File: src/rtl/core/idsm_pkg.sv
// Shared types, widths and constants of the input debounce and supply monitor.
// Used by idsm_pin_lane, idsm_supply and input_debounce_supply_monitor.
package idsm_pkg;

    // Number of debounced pins, 2 to 32.
    localparam int PIN_COUNT   = 9;

    localparam int SAMPLE_W    = 12;
    localparam int SCALE_SHIFT = 12;
    localparam int DEB_W       = 8;
    localparam int VOLT_W      = 10;
    localparam int AUX_W       = 9;
    localparam int QUAL_W      = 8;
    localparam int ACNT_W      = 8;

    localparam int SUPPLY_SCALE_W = 10;
    localparam int AUX_SCALE_W    = 9;
    localparam logic [SUPPLY_SCALE_W-1:0] SUPPLY_SCALE  = 10'd543;
    localparam logic [VOLT_W-1:0]         SUPPLY_OFFSET = 10'd21;
    localparam logic [AUX_SCALE_W-1:0]    AUX_SCALE     = 9'd363;

    localparam logic [VOLT_W-1:0] VOLT_MIN_RESET = 10'd1023;
    localparam logic [VOLT_W-1:0] VOLT_MAX_RESET = 10'd0;

    // Stream payload layout, first field in the lowest bits, padded to bytes.
    localparam int IN_BITS  = PIN_COUNT + 3 * SAMPLE_W;
    localparam int IN_W     = ((IN_BITS + 7) / 8) * 8;
    localparam int OUT_BITS = 2 * PIN_COUNT + 3 * VOLT_W + 2 * AUX_W + 4;
    localparam int OUT_W    = ((OUT_BITS + 7) / 8) * 8;

    // Configuration port.
    localparam int CFG_IDX_W  = 8;
    localparam int CFG_DATA_W = 10;

    localparam logic [CFG_IDX_W-1:0] REG_EMERGENCY_DEBOUNCE = 8'd0;
    localparam logic [CFG_IDX_W-1:0] REG_IGNITION_DEBOUNCE  = 8'd1;
    localparam logic [CFG_IDX_W-1:0] REG_OTHER_DEBOUNCE     = 8'd2;
    localparam logic [CFG_IDX_W-1:0] REG_LOST_THRESHOLD     = 8'd3;
    localparam logic [CFG_IDX_W-1:0] REG_LOST_RECOVER       = 8'd4;
    localparam logic [CFG_IDX_W-1:0] REG_LOW_THRESHOLD      = 8'd5;
    localparam logic [CFG_IDX_W-1:0] REG_LOW_RECOVER        = 8'd6;
    localparam logic [CFG_IDX_W-1:0] REG_QUALIFY_TICKS      = 8'd7;

    typedef struct packed {
        logic [DEB_W-1:0]  emergency_debounce;
        logic [DEB_W-1:0]  ignition_debounce;
        logic [DEB_W-1:0]  other_debounce;
        logic [VOLT_W-1:0] lost_threshold;
        logic [VOLT_W-1:0] lost_recover;
        logic [VOLT_W-1:0] low_threshold;
        logic [VOLT_W-1:0] low_recover;
        logic [QUAL_W-1:0] qualify_ticks;
    } cfg_t;

    localparam cfg_t CFG_RESET = '{
        emergency_debounce: 8'd20,
        ignition_debounce:  8'd60,
        other_debounce:     8'd2,
        lost_threshold:     10'd50,
        lost_recover:       10'd80,
        low_threshold:      10'd150,
        low_recover:        10'd110,
        qualify_ticks:      8'd40
    };

    typedef struct packed {
        logic stable;
        logic changed;
    } lane_out_t;

    typedef struct packed {
        logic [VOLT_W-1:0] tenths;
        logic [VOLT_W-1:0] volt_min;
        logic [VOLT_W-1:0] volt_max;
        logic [AUX_W-1:0]  aux_one;
        logic [AUX_W-1:0]  aux_two;
        logic              lost_alarm;
        logic              under_alarm;
        logic              lost_event;
        logic              restored_event;
    } supply_res_t;

    // Debounce threshold of pin idx: pin zero and one have their own.
    function automatic logic [DEB_W-1:0] thr_of(cfg_t c, int idx);
        logic [DEB_W-1:0] thr;
        if (idx == 0)
        begin
            thr = c.emergency_debounce;
        end
        else if (idx == 1)
        begin
            thr = c.ignition_debounce;
        end
        else
        begin
            thr = c.other_debounce;
        end
        return thr;
    endfunction

endpackage

File: src/rtl/core/idsm_pin_lane.sv
// One debounce lane: stable level and tick counter of a single pin.
// Depends on idsm_pkg.
module idsm_pin_lane (
    input  logic                       clk,
    input  logic                       rst_n,
    input  logic                       step,
    input  logic                       raw,
    input  logic [idsm_pkg::DEB_W-1:0] thr,
    output idsm_pkg::lane_out_t        res
);
    import idsm_pkg::*;

    logic             stable_reg;
    logic             stable_next;
    logic [DEB_W-1:0] count_reg;
    logic [DEB_W-1:0] count_next;
    logic [DEB_W-1:0] count_inc;
    logic             changed;

    assign count_inc = count_reg + 1'b1;

    always_comb
    begin
        stable_next = stable_reg;
        count_next  = count_reg;
        changed     = 1'b0;
        if (raw != stable_reg)
        begin
            if (thr == '0)
            begin
                // zero threshold: flip at once, leave the count alone
                stable_next = raw;
                changed     = 1'b1;
            end
            else if (count_inc >= thr)
            begin
                stable_next = raw;
                changed     = 1'b1;
                count_next  = '0;
            end
            else
            begin
                count_next = count_inc;
            end
        end
        else
        begin
            count_next = '0;
        end
    end

    always_ff @(posedge clk or negedge rst_n)
    begin
        if (!rst_n)
        begin
            stable_reg <= 1'b1;
            count_reg  <= '0;
        end
        else if (step)
        begin
            stable_reg <= stable_next;
            count_reg  <= count_next;
        end
    end

    assign res.stable  = stable_next;
    assign res.changed = changed;

endmodule

File: src/rtl/core/idsm_supply.sv
// Supply scaling, min/max tracking and power-lost / under-voltage alarms,
// plus scaling of the two auxiliary samples. Depends on idsm_pkg.
module idsm_supply (
    input  logic                          clk,
    input  logic                          rst_n,
    input  logic                          step,
    input  idsm_pkg::cfg_t                cfg,
    input  logic [idsm_pkg::SAMPLE_W-1:0] battery_sample,
    input  logic [idsm_pkg::SAMPLE_W-1:0] aux_one_sample,
    input  logic [idsm_pkg::SAMPLE_W-1:0] aux_two_sample,
    output idsm_pkg::supply_res_t         res
);
    import idsm_pkg::*;

    localparam int SPROD_W = SAMPLE_W + SUPPLY_SCALE_W;
    localparam int APROD_W = SAMPLE_W + AUX_SCALE_W;

    logic [SPROD_W-1:0] bat_prod;
    logic [APROD_W-1:0] aux_one_prod;
    logic [APROD_W-1:0] aux_two_prod;
    logic [VOLT_W-1:0]  tenths;

    logic [VOLT_W-1:0]  min_reg;
    logic [VOLT_W-1:0]  min_next;
    logic [VOLT_W-1:0]  max_reg;
    logic [VOLT_W-1:0]  max_next;
    logic [ACNT_W-1:0]  lost_cnt_reg;
    logic [ACNT_W-1:0]  lost_cnt_next;
    logic [ACNT_W-1:0]  low_cnt_reg;
    logic [ACNT_W-1:0]  low_cnt_next;
    logic               lost_flag_reg;
    logic               lost_flag_next;
    logic               low_flag_reg;
    logic               low_flag_next;
    logic               lost_ev;
    logic               restored_ev;

    assign bat_prod     = SPROD_W'(battery_sample) * SPROD_W'(SUPPLY_SCALE);
    assign aux_one_prod = APROD_W'(aux_one_sample) * APROD_W'(AUX_SCALE);
    assign aux_two_prod = APROD_W'(aux_two_sample) * APROD_W'(AUX_SCALE);
    assign tenths       = VOLT_W'(bat_prod >> SCALE_SHIFT) + SUPPLY_OFFSET;

    assign min_next = (tenths < min_reg) ? tenths : min_reg;
    assign max_next = (tenths > max_reg) ? tenths : max_reg;

    always_comb
    begin
        lost_cnt_next  = lost_cnt_reg;
        low_cnt_next   = low_cnt_reg;
        lost_flag_next = lost_flag_reg;
        low_flag_next  = low_flag_reg;
        lost_ev        = 1'b0;
        restored_ev    = 1'b0;

        // power lost first; raising it drops under-voltage
        if (tenths < cfg.lost_threshold)
        begin
            lost_cnt_next = lost_cnt_reg + 1'b1;
            if (lost_cnt_next == cfg.qualify_ticks && !lost_flag_reg)
            begin
                lost_flag_next = 1'b1;
                low_flag_next  = 1'b0;
                lost_ev        = 1'b1;
            end
        end
        else
        begin
            lost_cnt_next = '0;
            if (lost_flag_reg && tenths > cfg.lost_recover)
            begin
                lost_flag_next = 1'b0;
                restored_ev    = 1'b1;
            end
        end

        // under-voltage sees the updated power-lost state
        if (tenths < cfg.low_threshold)
        begin
            low_cnt_next = low_cnt_reg + 1'b1;
            if (low_cnt_next == cfg.qualify_ticks && !low_flag_next && !lost_flag_next)
            begin
                low_flag_next = 1'b1;
            end
        end
        else
        begin
            low_cnt_next = '0;
            if (low_flag_next && tenths > cfg.low_recover)
            begin
                low_flag_next = 1'b0;
            end
        end
    end

    always_ff @(posedge clk or negedge rst_n)
    begin
        if (!rst_n)
        begin
            min_reg       <= VOLT_MIN_RESET;
            max_reg       <= VOLT_MAX_RESET;
            lost_cnt_reg  <= '0;
            low_cnt_reg   <= '0;
            lost_flag_reg <= 1'b0;
            low_flag_reg  <= 1'b0;
        end
        else if (step)
        begin
            min_reg       <= min_next;
            max_reg       <= max_next;
            lost_cnt_reg  <= lost_cnt_next;
            low_cnt_reg   <= low_cnt_next;
            lost_flag_reg <= lost_flag_next;
            low_flag_reg  <= low_flag_next;
        end
    end

    assign res.tenths         = tenths;
    assign res.volt_min       = min_next;
    assign res.volt_max       = max_next;
    assign res.aux_one        = AUX_W'(aux_one_prod >> SCALE_SHIFT);
    assign res.aux_two        = AUX_W'(aux_two_prod >> SCALE_SHIFT);
    assign res.lost_alarm     = lost_flag_next;
    assign res.under_alarm    = low_flag_next;
    assign res.lost_event     = lost_ev;
    assign res.restored_event = restored_ev;

endmodule

File: src/rtl/core/input_debounce_supply_monitor.sv
// Top level of the input debounce and supply monitor: stream ports,
// configuration registers, pin lanes, supply unit and result register.
// Depends on idsm_pkg, idsm_pin_lane and idsm_supply.

// Each input item is one sample tick: PIN_COUNT raw pin levels plus the
// battery and two auxiliary ADC samples. One lane per pin debounces its
// level with its own tick counter (pin zero and one have private
// thresholds, the rest share one); the supply unit scales the battery
// sample to tenths of volts, tracks min/max and runs the power-lost and
// under-voltage alarms with hysteresis. All lanes and the supply unit
// update in the cycle the item is accepted, and the merged result lands
// in a single output register, so the block takes one item per clock
// unless stalled and presents its result from that register. s_tready
// stays high while the output register is empty or being drained in the
// same cycle; a stall on m_tready holds the result and back-pressures
// the input. Configuration writes are always accepted (cfg_ready is tied
// high) and should be issued only while no item is in flight; unknown
// indexes are dropped.
module input_debounce_supply_monitor (
    input  logic                            clk,
    input  logic                            rst_n,
    // input items
    input  logic                            s_tvalid,
    output logic                            s_tready,
    // [PIN_COUNT-1:0] pin_levels, then battery_sample, aux_one_sample,
    // aux_two_sample (12 bits each), zero padding
    input  logic [idsm_pkg::IN_W-1:0]       s_tdata,
    // result items
    output logic                            m_tvalid,
    input  logic                            m_tready,
    // stable_levels, changed_pins (PIN_COUNT each), supply_tenths,
    // supply_min, supply_max (10 each), aux_one_scaled, aux_two_scaled
    // (9 each), power_lost_alarm, under_voltage_alarm, power_lost_event,
    // power_restored_event (1 each), zero padding
    output logic [idsm_pkg::OUT_W-1:0]      m_tdata,
    // configuration writes
    input  logic                            cfg_valid,
    output logic                            cfg_ready,
    input  logic [idsm_pkg::CFG_IDX_W-1:0]  cfg_index,
    input  logic [idsm_pkg::CFG_DATA_W-1:0] cfg_data
);
    import idsm_pkg::*;

    localparam int BAT_LSB  = PIN_COUNT;
    localparam int AUX1_LSB = BAT_LSB + SAMPLE_W;
    localparam int AUX2_LSB = AUX1_LSB + SAMPLE_W;

    cfg_t                 cfg_reg;
    logic                 accept;
    logic [PIN_COUNT-1:0] pin_levels;
    logic [SAMPLE_W-1:0]  battery_sample;
    logic [SAMPLE_W-1:0]  aux_one_sample;
    logic [SAMPLE_W-1:0]  aux_two_sample;
    lane_out_t            lane_res [PIN_COUNT];
    logic [PIN_COUNT-1:0] stable_levels;
    logic [PIN_COUNT-1:0] changed_pins;
    supply_res_t          sup_res;
    logic [OUT_BITS-1:0]  result;
    logic                 out_valid_reg;
    logic [OUT_BITS-1:0]  out_data_reg;

    // Configuration registers: hold their value until rewritten.
    assign cfg_ready = 1'b1;

    always_ff @(posedge clk or negedge rst_n)
    begin
        if (!rst_n)
        begin
            cfg_reg <= CFG_RESET;
        end
        else if (cfg_valid && cfg_ready)
        begin
            unique case (cfg_index)
                REG_EMERGENCY_DEBOUNCE: cfg_reg.emergency_debounce <= cfg_data[DEB_W-1:0];
                REG_IGNITION_DEBOUNCE:  cfg_reg.ignition_debounce  <= cfg_data[DEB_W-1:0];
                REG_OTHER_DEBOUNCE:     cfg_reg.other_debounce     <= cfg_data[DEB_W-1:0];
                REG_LOST_THRESHOLD:     cfg_reg.lost_threshold     <= cfg_data[VOLT_W-1:0];
                REG_LOST_RECOVER:       cfg_reg.lost_recover       <= cfg_data[VOLT_W-1:0];
                REG_LOW_THRESHOLD:      cfg_reg.low_threshold      <= cfg_data[VOLT_W-1:0];
                REG_LOW_RECOVER:        cfg_reg.low_recover        <= cfg_data[VOLT_W-1:0];
                REG_QUALIFY_TICKS:      cfg_reg.qualify_ticks      <= cfg_data[QUAL_W-1:0];
                default:                cfg_reg <= cfg_reg;
            endcase
        end
    end

    // Accept a new item whenever the result register is free or draining.
    assign s_tready = !out_valid_reg || m_tready;
    assign accept   = s_tvalid && s_tready;

    // Unpack the input item.
    assign pin_levels     = s_tdata[PIN_COUNT-1:0];
    assign battery_sample = s_tdata[BAT_LSB +: SAMPLE_W];
    assign aux_one_sample = s_tdata[AUX1_LSB +: SAMPLE_W];
    assign aux_two_sample = s_tdata[AUX2_LSB +: SAMPLE_W];

    // One debounce lane per pin, all advanced on the same accepted item.
    for (genvar i = 0; i < PIN_COUNT; i++)
    begin : g_lane
        idsm_pin_lane u_lane (
            .clk   (clk),
            .rst_n (rst_n),
            .step  (accept),
            .raw   (pin_levels[i]),
            .thr   (thr_of(cfg_reg, i)),
            .res   (lane_res[i])
        );
        assign stable_levels[i] = lane_res[i].stable;
        assign changed_pins[i]  = lane_res[i].changed;
    end

    idsm_supply u_supply (
        .clk            (clk),
        .rst_n          (rst_n),
        .step           (accept),
        .cfg            (cfg_reg),
        .battery_sample (battery_sample),
        .aux_one_sample (aux_one_sample),
        .aux_two_sample (aux_two_sample),
        .res            (sup_res)
    );

    // Merge lane and supply findings into one result, first field lowest.
    assign result = {sup_res.restored_event, sup_res.lost_event,
                     sup_res.under_alarm, sup_res.lost_alarm,
                     sup_res.aux_two, sup_res.aux_one,
                     sup_res.volt_max, sup_res.volt_min, sup_res.tenths,
                     changed_pins, stable_levels};

    always_ff @(posedge clk or negedge rst_n)
    begin
        if (!rst_n)
        begin
            out_valid_reg <= 1'b0;
        end
        else if (accept)
        begin
            out_valid_reg <= 1'b1;
        end
        else if (m_tready)
        begin
            out_valid_reg <= 1'b0;
        end
    end

    // Payload: load on accept, otherwise hold.
    always_ff @(posedge clk)
    begin
        if (accept)
        begin
            out_data_reg <= result;
        end
    end

    assign m_tvalid = out_valid_reg;
    assign m_tdata  = OUT_W'(out_data_reg);

    // Every accepted item shows up as a result in the next cycle.
    a_accept_to_result: assert property (@(posedge clk) disable iff (!rst_n)
        accept |=> m_tvalid)
        else $error("accepted item did not reach the result register");

    // Running minimum never exceeds running maximum once a tick is seen.
    a_min_le_max: assert property (@(posedge clk) disable iff (!rst_n)
        m_tvalid |-> (out_data_reg[2*PIN_COUNT+VOLT_W +: VOLT_W]
                      <= out_data_reg[2*PIN_COUNT+2*VOLT_W +: VOLT_W]))
        else $error("supply_min above supply_max");

    // A power-lost event raises the alarm and drops under-voltage.
    a_lost_event: assert property (@(posedge clk) disable iff (!rst_n)
        (accept && sup_res.lost_event) |-> (sup_res.lost_alarm && !sup_res.under_alarm))
        else $error("power lost event without consistent alarm flags");

    // A restore event clears the alarm and never coincides with a raise.
    a_restore_event: assert property (@(posedge clk) disable iff (!rst_n)
        (accept && sup_res.restored_event) |-> (!sup_res.lost_alarm && !sup_res.lost_event))
        else $error("power restored event with alarm still set");

endmodule
File: config.mk
export PLATFORM = sky130hd
export DESIGN_NAME = input_debounce_supply_monitor
export DESIGN_NICKNAME = d
export VERILOG_FILES = /design/src/rtl/core/idsm_pkg.sv /design/src/rtl/core/idsm_pin_lane.sv /design/src/rtl/core/idsm_supply.sv /design/src/rtl/core/input_debounce_supply_monitor.sv
export SDC_FILE = /design/constraint.sdc
export NUM_CORES = 1
export LEC_CHECK = 0
export BUFFER_PORTS_ARGS = -buffer_cell sky130_fd_sc_hd__buf_4
export CORE_MARGIN = 3
export CORE_UTILIZATION = 45
export DETAILED_ROUTE_END_ITERATION = 10
export GPL_TIMING_DRIVEN = 0
export PLACE_DENSITY_LB_ADDON = 0.15
export SLEW_MARGIN = 15
export SYNTH_ARGS = -nofsm -noshare
export SYNTH_HDL_FRONTEND = slang
export SYNTH_SLANG_ARGS = --single-unit
File: constraint.sdc
create_clock -name clk -period 6.2 [get_ports clk]
set_input_delay 0.31 -clock clk [delete_from_list [all_inputs] [get_ports clk]]
set_output_delay 0.31 -clock clk [all_outputs]
set_load 0.01 [all_outputs]
==> qor.yml, run 1 <==
outcome:
  outcome: "finished, violations left"
  violations: "negative setup slack"
critical_path:
  crit_fanout: 5
  crit_end: "out_data_reg[36]"
  crit_slowest_cell: "fa_1"
  worstSetupPathType: "primary input to register"
  reg2reg_from: "cfg_reg[48]"
  end_kind: "register"
  timing.rr.end: "out_data_reg[4]"
  cp_common_cell: "ha_4"
  arrival_ps: 6640
  critPathLaunchType: "primary input"
  required_ps: 6480
  r2r_slack_ps: 2800
  worstRegToRegCells: 10
  slowest_delay_ps: 570
  critPathLaunch: "s_tdata[14]"
global_route:
  grt_usage: 0.203
  grt_pass1_vias: 15100
  overflow: 0
  grt_pass1_wl_um: 78000
  antenna_found_initial: 0
  grt_max_degree: 72
cts:
  cts_buffer_depth: 3
  cts_made_buffers: 34
  cts_tree: "done"
  cts.clk_slew.worst_paths_ps: 50
  clkSinkCount: 262
  clk_latency_ps: 540
  htreeDepth: 2
  cts-root-buf: "clkbuf_16"
sta:
  slew_viol_final: 0
  fin_skew_ps: 14.5
  fin_ws_ps: -162
  rsz0062_at_grt: "yes"
  hold_viol_final: 0
  worst_slew_pin_slew_ps: 1040
  relSlewSlack: 0.310
  finalCritPeriodShare: 1.03
  timing.fmax_mhz: 157
  post-route-min-period_ps: 6360
  finalSetupViolations: 49
  whs_ps: 30.4
cells_and_area:
  final_nets: 2624
  drive_gt1_frac: 0.226
  num_antenna_cells: 0
  final_util: 0.556
  layout-area-overhead-vs-synth_pct: 21.2
  fill_cells: 3822
  design_area_mm2: 0.0248
  layout.cells.non_filler: 2756
synthesis:
  yosysTopAreaCell: "ha_1"
  synth_cell_type_count: 68
  synth.top_cell.area_share: 0.190
  syn_inst: 1904
  ys.flop_type: "dfrtp_1"
  synth_edf_count: 70
  syn_area_mm2: 0.0204
  ys_warn_count: 0
  async_reset_ff_frac: 0.733
  ys_seq_elements: 262
  synth.area.top_cells: "ha_1 19%, dfrtp_1 18%, edfxtp_1 10%, fa_1 10%, dfstp_2 5.4%"
  postSynthAreaPerCell_um2: 10.7
  ys_seq_area_frac: 0.341
routing:
  ant_nets: 0
  first_iter_violations: 655
  num_vias: 14600
  wl_um: 47600
  vias_per_cell: 5.31
  drc: 0
  wire_per_inst_um: 17.3
  dr.pass1.iters: 5
flow_run:
  cap_violations: 0
floorplanning:
  die_area_mm2: 0.0480
  die_h_um: 219
  fp.dieW_um: 219
  ioPinCount: 146
  start_util: 0.459
  core_area_mm2: 0.0445
  rows: 77
placed_design:
  gp_congestion: 0.797
  place_inst: 2639
  dpl.hpwl_um: 34000
  io_buffers: 139
  placed_area_mm2: 0.0225
power_and_ir_drop:
  power_density_mw_per_mm2: 557
  power_leakage_nw: 12.3
  finalPower_mw: 13.8
  ir_drop_mv: 0.824
hold_path:
  hp-class: "primary input to register"
## placed cells by master (no fill, tap or decap), types with 15 or more instances in the layout
master,count
a21o_1,75
a21oi_1,40
a32o_1,63
buf_4,167
buf_6,17
clkbuf_1,21
clkbuf_16,37
dfrtp_1,150
dfstp_2,42
edfxtp_1,70
fa_1,102
ha_1,294
ha_4,15
inv_1,265
mux2_2,61
mux2_4,28
nand2_1,112
nand2b_1,21
nand3_1,42
nand4_1,18
nor2_1,73
o21a_1,15
o21ai_0,68
o21ai_1,23
xnor2_1,58
xor2_1,39
## per-layer routing
metal	wire (um)	vias to the layer above	share of wire	GRT usage
met3	1680	68	0.035	0.0294
met1	21400	7176	0.45	0.266
met2	23400	213	0.49	0.347
met5	0	-	0	0
li1	-	7164	-	-
met4	1100	0	0.023	0.0618
## synthesized netlist by cell type (all sizes together) (42+ instances only)
cell type and number:
a21o 75, a21oi 47, a32o 63, dfrtp 150, dfstp 42, edfxtp 70
fa 104, ha 310, inv 279, mux2 89, nand2 114, nand3 44
nor2 80, o21ai 107, xnor2 68
## through the flow
| step | worst slack (ps) | setup TNS (ps) |
|---|---|---|
| floorplan | -498 | -16870 |
| global placement | -1750 | -80170 |
| global route | -425 | -18520 |
| detailed placement | -1840 | -87070 |
| finish | -162 | -4410 |
| CTS | -53.1 | -336 |
## critical path, delay by kind of cell
family,cells,cell delay [ps]
adders and majority gates,8,2750
buffers and inverters,10,1090
AOI/OAI and AO/OA,5,1020
and+or+nand+nor,6,750
muxes,2,600
xor gates and xnor gates,1,100
## worst min-delay path by stage
stage,startpoint,endpoint,slack [ps],depth (start not counted)
after floorplan,rst_n,cfg_reg[0],10,0
after global placement,cfg_reg[18],cfg_reg[18],490,1
after detailed placement,rst_n,g_lane[8].u_lane.count_reg[0],290,1
after CTS,s_tdata[5],g_lane[5].u_lane.stable_reg,7,3
after global routing,s_tdata[5],g_lane[5].u_lane.stable_reg,30,3
final,s_tdata[5],g_lane[5].u_lane.stable_reg,30,3
## area by class of cell
type / count / area [um^2] / area share
multi-input cells: 1344 / 13100 / 0.529
flip-flops and latches: 262 / 6960 / 0.281
repair buffers: 198 / 1680 / 0.0680
inverters: 279 / 1060 / 0.0428
clock buffers: 49 / 1010 / 0.0408
well taps: 592 / 741 / 0.0299
plain buffers: 20 / 109 / 0.00440
clock inverters: 12 / 97.6 / 0.00394
## report_power, final
group | internal (mW) | leakage (nW) | switching (mW)
clock network | 1.18 | 0.553 | 0.775
registers | 2.38 | 3.07 | 0.216
logic | 4.38 | 8.73 | 4.84
## cells by family after synthesis
group / share of synthesized area
flip-flops: 0.341
buffers and inverters: 0.0563
multiplexers: 0.0524
other: 0.000368
adder cells (fa/ha/maj): 0.292
XOR/XNOR: 0.0471
AND/OR/NAND/NOR: 0.0843
AO/OA/AOI/OAI: 0.127
## timing repair
action / CTS / global route
buffers inserted: 36 / 10
resized for setup: 89 / 57
setup endpoints to repair: 62 / 62
gates cloned: 3 / 0
pin swaps: 55 / 23
hold endpoints to repair: 57 / 0
hold buffers: 10 / 0
No activity file was read; power rests on OpenSTA's default activity.
==> run 2: changes to the inputs <==
--- a/config.mk
+++ b/config.mk
@@ -5,10 +5,12 @@
 export SDC_FILE = /design/constraint.sdc
 export NUM_CORES = 1
 export LEC_CHECK = 0
+export ABC_AREA = 1
 export BUFFER_PORTS_ARGS = -buffer_cell sky130_fd_sc_hd__buf_4
 export CORE_MARGIN = 3
 export CORE_UTILIZATION = 45
 export DETAILED_ROUTE_END_ITERATION = 10
+export GPL_ROUTABILITY_DRIVEN = 0
 export GPL_TIMING_DRIVEN = 0
 export PLACE_DENSITY_LB_ADDON = 0.15
 export SLEW_MARGIN = 15
==> qor.yml, run 2 <==
outcome:
  outcome: "complete, no violations"  # was finished, violations left
floorplanning:
  die_area_mm2: 0.0506  # was 0.0480 mm^2
  rows: 79  # was 77
  start_util: 0.459  # about the same
  ioPinCount: 146  # unchanged
  die_h_um: 225  # was 219 um
  core_area_mm2: 0.0470  # was 0.0445 mm^2
  fp.dieW_um: 225  # was 219 um
sta:
  post-route-min-period_ps: 5890  # was 6360 ps
  worst_slew_pin_slew_ps: 920  # was 1040 ps
  slew_viol_final: 0  # unchanged
  fin_skew_ps: 17.3  # was 14.5 ps
  hold_viol_final: 0  # unchanged
  finalCritPeriodShare: 0.950  # was 1.03
  fin_ws_ps: 308  # was -162 ps
  relSlewSlack: 0.386  # was 0.310
  finalSetupViolations: 0  # was 49
  timing.fmax_mhz: 170  # was 157 MHz
  whs_ps: 71.1  # was 30.4 ps
critical_path:
  slowest_delay_ps: 520  # was 570 ps
  end_kind: "register"  # unchanged
  critPathLaunch: "s_tdata[16]"  # was s_tdata[14]
  required_ps: 6500  # was 6480 ps
  cp_common_cell: "inv_1"  # was ha_4
  reg2reg_from: "g_lane[0].u_lane.count_reg[2]"  # was cfg_reg[48]
  crit_slowest_cell: "fa_1"  # unchanged
  arrival_ps: 6190  # was 6640 ps
  crit_fanout: 9  # was 5
  critPathLaunchType: "primary input"  # unchanged
  worstSetupPathType: "primary input to register"  # unchanged
synthesis:
  yosysTopAreaCell: "ha_1"  # unchanged
  ys_seq_area_frac: 0.323  # was 0.341
  synth.top_cell.area_share: 0.180  # was 0.190
  ys_seq_elements: 262  # unchanged
  syn_area_mm2: 0.0216  # was 0.0204 mm^2
  synth.most_common_cell: "inv_1"  # was ha_1
  async_reset_ff_frac: 0.733  # unchanged
  postSynthAreaPerCell_um2: 8.64  # was 10.7 um^2
  yosys-top-cells-count: "525 x inv_1, 451 x nand2_1, 310 x ha_1"  # was 310 x ha_1, 277 x inv_1, 150 x dfrtp_1
  ys_warn_count: 0  # unchanged
  synth_cell_type_count: 53  # was 68
  syn_inst: 2497  # was 1904
  synth_edf_count: 70  # unchanged
  ys.flop_type: "dfrtp_1"  # unchanged
  synth.area.top_cells: "ha_1 18%, dfrtp_1 17%, edfxtp_1 9.7%, fa_1 9.7%, inv_1 9.1%"  # was ha_1 19%, dfrtp_1 18%, edfxtp_1 10%, fa_1 10%, dfstp_2 5.4%
global_route:
  grt_pass1_wl_um: 84600  # was 78000 um
  grt_pass1_vias: 17100  # was 15100
  antenna_found_initial: 0  # unchanged
  overflow: 0  # unchanged
  grt_usage: 0.204  # was 0.203
  grt_max_degree: 67  # was 72
power_and_ir_drop:
  combinationalPowerShare: 0.632  # was 0.670
  power_density_mw_per_mm2: 490  # was 557 mW/mm^2
  ir_drop_mv: 0.360  # was 0.824 mV
  power_leakage_nw: 12.7  # was 12.3 nW
  switching_share: 0.471  # was 0.423
  p_clk_frac: 0.159  # was 0.142
  p_int_mw: 6.44  # was 7.94 mW
  power_switching_mw: 5.74  # was 5.83 mW
  pwr-share-seq: 0.209  # was 0.189
routing:
  num_vias: 17000  # was 14600
  vias_per_cell: 5.11  # was 5.31
  wire_per_inst_um: 15.4  # was 17.3 um
  drc: 0  # unchanged
  first_iter_violations: 863  # was 655
  dr.pass1.iters: 5  # unchanged
  wl_um: 51100  # was 47600 um
  ant_nets: 0  # unchanged
cells_and_area:
  layout-area-overhead-vs-synth_pct: 15.2  # was 21.2%
  final_nets: 3180  # was 2624
  num_antenna_cells: 0  # unchanged
  final_common_cell: "inv_1"  # was ha_1
  drive_gt1_frac: 0.126  # was 0.226
  final_cell_mix: "520 x inv_1, 442 x nand2_1, 306 x ha_1"  # was 294 x ha_1, 265 x inv_1, 167 x buf_4
  final_util: 0.529  # was 0.556
  fill_cells: 4400  # was 3822
  layout.cells.non_filler: 3326  # was 2756
placed_design:
  place_inst: 3247  # was 2639
  dp_slack_ps: -917  # was -1840 ps
  dpl.hpwl_um: 39900  # was 34000 um
  io_buffers: 139  # unchanged
cts:
  clk_latency_ps: 570  # was 540 ps
  cts-root-buf: "clkbuf_16"  # unchanged
  clkSinkCount: 262  # unchanged
  htreeDepth: 1  # was 2
  cts_buffer_depth: 3  # unchanged
  cts_made_buffers: 30  # was 34
  cts_tree: "done"  # unchanged
  cts.clk_slew.worst_paths_ps: 60  # was 50 ps
hold_path:
  hp-start: "s_tdata[1]"  # was s_tdata[5]
  hp-class: "primary input to register"  # unchanged
flow_run:
  cap_violations: 0  # unchanged
run 2: final timing paths:
kind                                               endpoint  slack, ps  cells past startpoint
worst max-delay path                       out_data_reg[69]        310                     31
worst min-delay path                        out_data_reg[1]         70                      3
worst max register to register  g_lane[0].u_lane.stable_reg       3170                     14
worst min register to register          u_supply.min_reg[8]        470                      2
max in group asynchronous                       cfg_reg[68]       4840                      4
min in group asynchronous               u_supply.max_reg[1]        290                      2
run 2: stage by stage:
stage | power [mW] | setup TNS [ps] | area [um^2]
detailed placement | 9.93 | -30800 | 23500
CTS | 12.0 | 0 | 24700
global route | 13.4 | -138 | 24800
floorplan | 7.77 | 0 | 21600
global placement | 9.68 | -30250 | 23400
finish | 12.2 | 0 | 24800
run 2: cells by family (layout without fill, tap and decap cells):
group                    after synthesis  count (layout)  synth area share
AO/OA/AOI/OAI                        371             371            0.0995
multiplexers                           1               1          0.000464
AND/OR/NAND/NOR                      794             794             0.163
XOR/XNOR                              93              93            0.0378
other                                  2               3          0.000348
flip-flops                           262             262             0.323
buffers and inverters                560             781             0.100
adder cells (fa/ha/maj)              414             414             0.276
run 2: repair_timing:
action,4_1_cts,5_1_grt
gates resized for setup,3,29
pin swaps,1,8
endpoints found under the hold margin,45,0
setup endpoints to repair,20,59
cloned,0,1
hold buffers,8,0
buffers inserted,4,10
run 2: power by group through the flow:
stage / logic (mW) / registers (mW) / clock network (mW)
finish: 7.69 / 2.54 / 1.94
global route: 8.76 / 2.57 / 2.05
CTS: 7.47 / 2.55 / 1.99
detailed placement: 7.36 / 2.57 / 0
global placement: 7.12 / 2.56 / 0
floorplan: 5.16 / 2.62 / 0
run 2: worst max-delay path: cells and delay by family:
| kind | cells | cell delay, ps |
|---|---|---|
| AND/OR/NAND/NOR | 14 | 1980 |
| buffers and inverters | 8 | 690 |
| AO/OA/AOI/OAI | 1 | 180 |
| adder cells (fa/ha/maj) | 8 | 3020 |
run 2: layout make-up:
cell class	count	area, um^2	area share
inverter	532	2000	0.0807
multi-input combinational	1676	12600	0.506
sequential	262	6960	0.280
clock inverter	15	225	0.00907
buffer	28	166	0.00670
clock buffer	41	843	0.0339
tap	607	759	0.0306
timing repair buffer	165	1320	0.0531
run 2: routing by layer:
layer / vias up / part of all wire / track usage
met5: - / 0 / 0
met4: 0 / 0.021 / 0.0517
met3: 70 / 0.029 / 0.0219
met2: 227 / 0.50 / 0.363
met1: 8173 / 0.45 / 0.266
li1: 8534 / - / -
